File: config.mk
export PLATFORM = sky130hd
export DESIGN_NAME = guided_damped_argmax_top
export DESIGN_NICKNAME = d
export VERILOG_FILES = /design/src/hdl/gda_pkg.sv /design/src/hdl/gda_scale.sv /design/src/hdl/gda_track.sv /design/src/hdl/guided_damped_argmax_top.sv
export SDC_FILE = /design/constraint.sdc
export NUM_CORES = 1
export LEC_CHECK = 0
export BUFFER_PORTS_ARGS = -buffer_cell sky130_fd_sc_hd__buf_2
export CORE_ASPECT_RATIO = 0.7
export CORE_MARGIN = 2
export CORE_UTILIZATION = 49
export CTS_CLUSTER_SIZE = 10
export DETAILED_ROUTE_END_ITERATION = 8
export PLACE_DENSITY = 0.67
export SYNTH_ARGS = -nofsm -noshare
export SYNTH_HDL_FRONTEND = slang
export SYNTH_SLANG_ARGS = --single-unit
File: constraint.sdc
create_clock -name clk -period 8.7 [get_ports clk]
set_input_delay 0.435 -clock clk [delete_from_list [all_inputs] [get_ports clk]]
set_output_delay 0.435 -clock clk [all_outputs]
set_load 0.1 [all_outputs]
File: src/hdl/gda_pkg.sv
// ----------------------------------------------------------------------------
// gda_pkg
// Shared types and constants for the guided damped argmax block.
// ----------------------------------------------------------------------------
package gda_pkg;

	// Horizon and field widths
	localparam int MAX_COLUMNS = 1024;
	localparam int COL_W       = $clog2(MAX_COLUMNS);
	localparam int VAL_W       = 16;
	localparam int DAMP_W      = 11;
	localparam int CFG_DATA_W  = 16;
	localparam int CFG_IDX_W   = 1;

	localparam logic [COL_W-1:0] COL_LIMIT = COL_W'(MAX_COLUMNS - 1);

	// Configuration register indexes
	localparam logic [CFG_IDX_W-1:0] REG_INERTIA     = 1'd0;
	localparam logic [CFG_IDX_W-1:0] REG_DAMP_COLUMN = 1'd1;

	// Reset values of the configuration registers
	localparam logic [VAL_W-1:0]  INERTIA_RST     = '0;
	localparam logic [DAMP_W-1:0] DAMP_COLUMN_RST = '1;

	// Input transaction payload
	typedef struct packed {
		logic signed [15:0] throttle_max;
		logic [15:0]        guidance;
		logic               last;
	} gda_in_t;

	// Result transaction payload
	typedef struct packed {
		logic [9:0] best_column;
		logic       damped;
	} gda_out_t;

	// One scaled column between the stages
	typedef struct packed {
		logic [VAL_W-1:0] guided;
		logic             last;
	} gda_col_t;

	// Configuration seen by the tracker
	typedef struct packed {
		logic [VAL_W-1:0]         inertia;
		logic signed [DAMP_W-1:0] damp_column;
	} gda_cfg_t;

endpackage

File: src/hdl/gda_scale.sv
// ----------------------------------------------------------------------------
// gda_scale
// Input stage: maps the throttle to the unit range, weights it by the
// guidance and registers the guided value.
// ----------------------------------------------------------------------------
module gda_scale import gda_pkg::*; (
	input  logic     clk,
	input  logic     arst_n,
	input  logic     in_valid,
	output logic     in_stall,
	input  gda_in_t  in_data,
	output logic     col_valid,
	output gda_col_t col,
	input  logic     advance
);

	logic             valid_s1;
	gda_col_t         col_s1;
	logic [15:0]      unit_val;
	logic [31:0]      product;
	logic             take;

	// (1+t)/2 in unsigned Q0.16 is t with the sign bit flipped
	assign unit_val = {~in_data.throttle_max[15], in_data.throttle_max[14:0]};
	assign product  = unit_val * in_data.guidance;

	// Hold while the stage is full and the tracker does not take it
	assign in_stall = valid_s1 && !advance;
	assign take     = in_valid && !in_stall;

	// Stage valid
	always_ff @(posedge clk or negedge arst_n) begin
		if (!arst_n) begin
			valid_s1 <= 1'b0;
		end else if (!in_stall) begin
			valid_s1 <= in_valid;
		end
	end

	// Stage payload
	always_ff @(posedge clk) begin
		if (take) begin
			col_s1.guided <= product[31:16];
			col_s1.last   <= in_data.last;
		end
	end

	assign col_valid = valid_s1;
	assign col       = col_s1;

endmodule

File: src/hdl/gda_track.sv
// ----------------------------------------------------------------------------
// gda_track
// Tracks the first maximum and the captured damping value over a horizon
// and registers one result on the last column.
// ----------------------------------------------------------------------------
module gda_track import gda_pkg::*; (
	input  logic     clk,
	input  logic     arst_n,
	input  logic     col_valid,
	input  gda_col_t col,
	input  gda_cfg_t cfg,
	output logic     advance,
	output logic     out_valid,
	input  logic     out_stall,
	output gda_out_t out_data
);

	logic [COL_W-1:0] column_count_q;
	logic [VAL_W-1:0] best_value_q;
	logic [COL_W-1:0] best_index_q;
	logic [VAL_W-1:0] captured_value_q;
	logic             captured_seen_q;
	logic             out_valid_q;
	gda_out_t         out_data_q;

	logic             slot_free;
	logic             damp_on;
	logic             take_best;
	logic             take_capture;
	logic [VAL_W-1:0] best_value_nx;
	logic [COL_W-1:0] best_index_nx;
	logic [VAL_W-1:0] captured_value_nx;
	logic             captured_seen_nx;
	logic [VAL_W-1:0] diff;
	logic             damp;

	// A column may move on unless it is last and the result slot is busy
	assign slot_free = !out_valid_q || !out_stall;
	assign advance   = col_valid && (!col.last || slot_free);

	// Update of the running maximum and the damping capture
	assign damp_on      = !cfg.damp_column[DAMP_W-1];
	assign take_best    = (column_count_q == '0) || (col.guided > best_value_q);
	assign take_capture = damp_on && !captured_seen_q &&
		(column_count_q == cfg.damp_column[COL_W-1:0]);

	assign best_value_nx     = take_best ? col.guided : best_value_q;
	assign best_index_nx     = take_best ? column_count_q : best_index_q;
	assign captured_value_nx = take_capture ? col.guided : captured_value_q;
	assign captured_seen_nx  = take_capture || captured_seen_q;

	// Damping test on the state after this column
	assign diff = (captured_value_nx >= best_value_nx) ?
		captured_value_nx - best_value_nx : best_value_nx - captured_value_nx;
	assign damp = damp_on && captured_seen_nx && (diff <= cfg.inertia);

	// Horizon state: clear after the last column
	always_ff @(posedge clk or negedge arst_n) begin
		if (!arst_n) begin
			column_count_q   <= '0;
			best_value_q     <= '0;
			best_index_q     <= '0;
			captured_value_q <= '0;
			captured_seen_q  <= 1'b0;
		end else if (advance) begin
			if (col.last) begin
				column_count_q   <= '0;
				best_value_q     <= '0;
				best_index_q     <= '0;
				captured_value_q <= '0;
				captured_seen_q  <= 1'b0;
			end else begin
				if (column_count_q != COL_LIMIT) begin
					column_count_q <= column_count_q + 1'b1;
				end
				best_value_q     <= best_value_nx;
				best_index_q     <= best_index_nx;
				captured_value_q <= captured_value_nx;
				captured_seen_q  <= captured_seen_nx;
			end
		end
	end

	// Result valid
	always_ff @(posedge clk or negedge arst_n) begin
		if (!arst_n) begin
			out_valid_q <= 1'b0;
		end else if (slot_free) begin
			out_valid_q <= advance && col.last;
		end
	end

	// Result payload
	always_ff @(posedge clk) begin
		if (advance && col.last) begin
			out_data_q.best_column <= damp ? cfg.damp_column[COL_W-1:0] : best_index_nx;
			out_data_q.damped      <= damp;
		end
	end

	assign out_valid = out_valid_q;
	assign out_data  = out_data_q;

endmodule

File: src/hdl/guided_damped_argmax_top.sv
// ----------------------------------------------------------------------------
// guided_damped_argmax_top
// Guided throttle argmax over one horizon, with damping towards a preferred
// column.
// ----------------------------------------------------------------------------
// Usage:
// - Input channel (in_valid / in_stall / in_data): one horizon column per
//   transaction; in_data.last marks the final column.
// - Output channel (out_valid / out_stall / out_data): one transaction per
//   horizon, carrying the chosen column and the damped flag.
// - Configuration: cfg_we writes cfg_data to register cfg_index (0 inertia,
//   1 damp_column); write only while no column is in flight. A write in the
//   middle of a horizon applies to the columns that follow it.
// - Throughput: one column per cycle unless in_stall holds it; the column
//   is weighted by one 16x16 multiplier in the input stage and compared in
//   the tracking stage.
// - Path: the input stage register, then the output register with out_valid.
// - Stall: a stalled result is held in the output register; columns keep
//   flowing until a further last column meets the full output register,
//   which then backs up to in_stall.
// - Reset: clears all horizon state, inertia to 0 and damp_column to -1
//   (damping off); no clearing pass is needed.
// ----------------------------------------------------------------------------
module guided_damped_argmax_top import gda_pkg::*; (
	input  logic                  clk,
	input  logic                  arst_n,
	input  logic                  in_valid,
	output logic                  in_stall,
	input  gda_in_t               in_data,
	output logic                  out_valid,
	input  logic                  out_stall,
	output gda_out_t              out_data,
	input  logic                  cfg_we,
	input  logic [CFG_IDX_W-1:0]  cfg_index,
	input  logic [CFG_DATA_W-1:0] cfg_data
);

	gda_cfg_t cfg_q;
	logic     col_valid;
	gda_col_t col;
	logic     advance;

	// Configuration registers
	always_ff @(posedge clk or negedge arst_n) begin
		if (!arst_n) begin
			cfg_q.inertia     <= INERTIA_RST;
			cfg_q.damp_column <= DAMP_COLUMN_RST;
		end else if (cfg_we) begin
			unique case (cfg_index)
				REG_INERTIA:     cfg_q.inertia     <= cfg_data;
				REG_DAMP_COLUMN: cfg_q.damp_column <= cfg_data[DAMP_W-1:0];
				default: ;
			endcase
		end
	end

	gda_scale u_scale (
		.clk       (clk),
		.arst_n    (arst_n),
		.in_valid  (in_valid),
		.in_stall  (in_stall),
		.in_data   (in_data),
		.col_valid (col_valid),
		.col       (col),
		.advance   (advance)
	);

	gda_track u_track (
		.clk       (clk),
		.arst_n    (arst_n),
		.col_valid (col_valid),
		.col       (col),
		.cfg       (cfg_q),
		.advance   (advance),
		.out_valid (out_valid),
		.out_stall (out_stall),
		.out_data  (out_data)
	);

endmodule

==> impl_metrics.ini <==
[run_status]
status = completed

[clock_network]
clk_pin_slew_ns = 0.08
worst_skew_pair.late_latency_ns = 0.36
cts-root-buf = clkbuf_16
cts_buffer_depth = 2
cts-buffers-inserted = 9
ctsHtreeMaxLevel = 3
clock_sinks = 110
cts_tree = yes

[placed_design]
place_congestion = 0.885
io_buffers = 67
dp_hpwl_mm = 28.8

[critical_path]
critical_path_class = reg -> reg
critPathMaxStageDelay_ns = 0.69
cp-start-kind = register
crit_required_ns = 8.81
crit_path_end_kind = register
cp_top_family = simple AND/OR/NAND/NOR gates
crit_path_top_delay_cell = nor3_2
r2r_start = u_scale.col[16]
path_buf_inv = 3
crit_fanout = 24
cp_data_arrival_time_ns = 7.88
cp-startpoint = u_scale.col[16]
crit_chain = ha_1 -> nand4_1 -> nor4_1 -> nand4_1 -> o31a_2 -> nor2_2 -> buf_4 -> mux2_2 -> inv_1 -> ha_1 -> a21oi_1 -> a31oi_1 -> or2_2 -> a221oi_4 -> buf_4 -> mux2_2 -> ha_1 -> nor2b_1 -> o211ai_1 -> a21oi_1 -> o21ai_0 -> a31oi_1 -> nor3_2 -> mux2_2

[sta]
timing.final.crit_share = 0.893
hold_viol = 0
maxSlewViolCount = 0
setup_violations = 0
final.setup.tns_ns = 0
rsz0062_at_grt = false
clock_skew_ns = 0.00721
worst_slew_pin_slew_ns = 0.948
max_freq_mhz = 129
slew_headroom = 0.365
period_minus_slack_ns = 7.77

[global_route]
grt-busiest-layer = met2
antenna_found_initial = 0
use_met1 = 0.356
met3_usage = 0.0298
overflow = 0
grt.total_usage = 0.231
grt_pass1_wl_mm = 62.0
grt_max_degree = 56
gr-usage-met2 = 0.359
grt_pass1_vias = 12300

[routing]
drt_iter0_drc = 741
drt-total-wl_mm = 35.6
dr.pass1.iters = 5
wire_per_inst_um = 16.9
viasPerCell = 5.50
vias = 11600
drc_errors = 0
postRouteAntennaNets = 0

[synthesis]
yosysTopAreaCellShare = 0.254
syn_area_um2 = 15300
synth_common_cells = 308 x inv_1, 227 x nand2_1, 195 x fa_1
synth.ff_latch_count = 110
synth_edf_count = 28
avgSynthCellArea_um2 = 9.21
synthArstFlopShare = 0.745
post-synth-top-area-cell = fa_1
synthCells = 1666
ys_seq_area_frac = 0.189
synth-main-ff-cell = dfrtp_1
synth_area_leaders = fa_1 25%, ha_1 14%, dfrtp_1 12%
ys_types = 69
synth.yosys.warnings = 0
synth_nets = 2082
yosysMostFrequentCell = inv_1

[hold_path]
hold_start = in_valid
min_path_type = in -> reg

[floorplan]
placementRows = 54
start_util = 0.495
die_area_um2 = 32800
die_x_um = 216
pin_count = 68
core_um2 = 31000
die_y_um = 152

[job]
maxCapViolCount = 0

[final_layout]
nets = 2102
antennaDiodeCount = 0
area_growth_syn_to_layout_pct = 6.07
drive_above_1_share = 0.0993
## cell type report
cell class / count / area [um^2]
Fill cell: 2873 / 14700
Multi-Input combinational cell: 1182 / 11000
Sequential cell: 110 / 2910
Inverter: 308 / 1160
Tap cell: 420 / 526
Timing Repair Buffer: 75 / 400
Clock buffer: 10 / 229
Clock inverter: 6 / 68.8
## path summary, 6_finish.rpt
kind | endpoint | slack [ns] | cells after the start
max in group asynchronous | u_track.best_value_q[12] | 7.09 | 3
max | u_track.out_data[7] | 0.93 | 24
max reg2reg | u_track.out_data[7] | 0.93 | 24
min reg2reg | u_track.best_index_q[9] | 0.49 | 2
min | u_scale.col_valid | 0.28 | 2
min in group asynchronous | cfg_q[11] | 0.54 | 2
## state kept, by name, indices dropped and copies added (netlist names)
signal	flops
u_track.captured_seen_q	1
u_track.best_value_q	16
u_track.column_count_q	10
u_track.out_data	11
u_scale.col_valid	1
u_track.captured_value_q	16
u_track.best_index_q	10
cfg_q	27
u_track.out_valid	1
u_scale.col	17
## metrics by stage
stage                     utilization  cells  cell area, um^2  setup WS [ns]  hold WS, ns
final                           0.525   2111            16300          0.930        0.276
after global routing            0.525   2111            16300          0.471        0.278
after CTS                       0.525   2111            16300           1.05        0.266
after detailed placement        0.515   2094            16000           1.08        0.383
after global placement          0.515   2094            16000           1.31        0.370
after floorplan                     -   1666            15300           2.70        0.139
## layout by cell type, fill, tap and decap left out, types with 42 or more instances in the layout
cell type,instances
mux2_2,49
nor2_1,47
ha_1,166
a21oi_1,63
a22o_1,42
and2_1,80
nand2_1,227
o21ai_0,59
inv_1,308
fa_1,195
dfrtp_1,71
buf_2,66
## repair_timing
action,CTS,global route
hold buffers,1,0
resized for setup,0,0
buffers inserted,0,0
hold endpoints to repair,16,0
## routing by layer
| layer | vias to the layer above | wire, um | part of all wire |
|---|---|---|---|
| li1 | 5404 | - | - |
| met1 | 5900 | 17700 | 0.50 |
| met2 | 291 | 15900 | 0.45 |
| met3 | 10 | 1910 | 0.054 |
| met4 | 0 | 112 | 0.0031 |
| met5 | - | 0 | 0 |
## cell families after synthesis
group | count (synthesis) | share of synthesized area
simple gates | 454 | 0.141
buf+inv | 374 | 0.0949
flops | 110 | 0.189
compound gates | 254 | 0.112
mux | 64 | 0.0457
xor+xnor | 49 | 0.0280
fa+ha+maj | 361 | 0.390
Power is left out: the tool's default activity adds up to more than one toggle a clock period on the data nets, which glitch-free logic cannot reach.
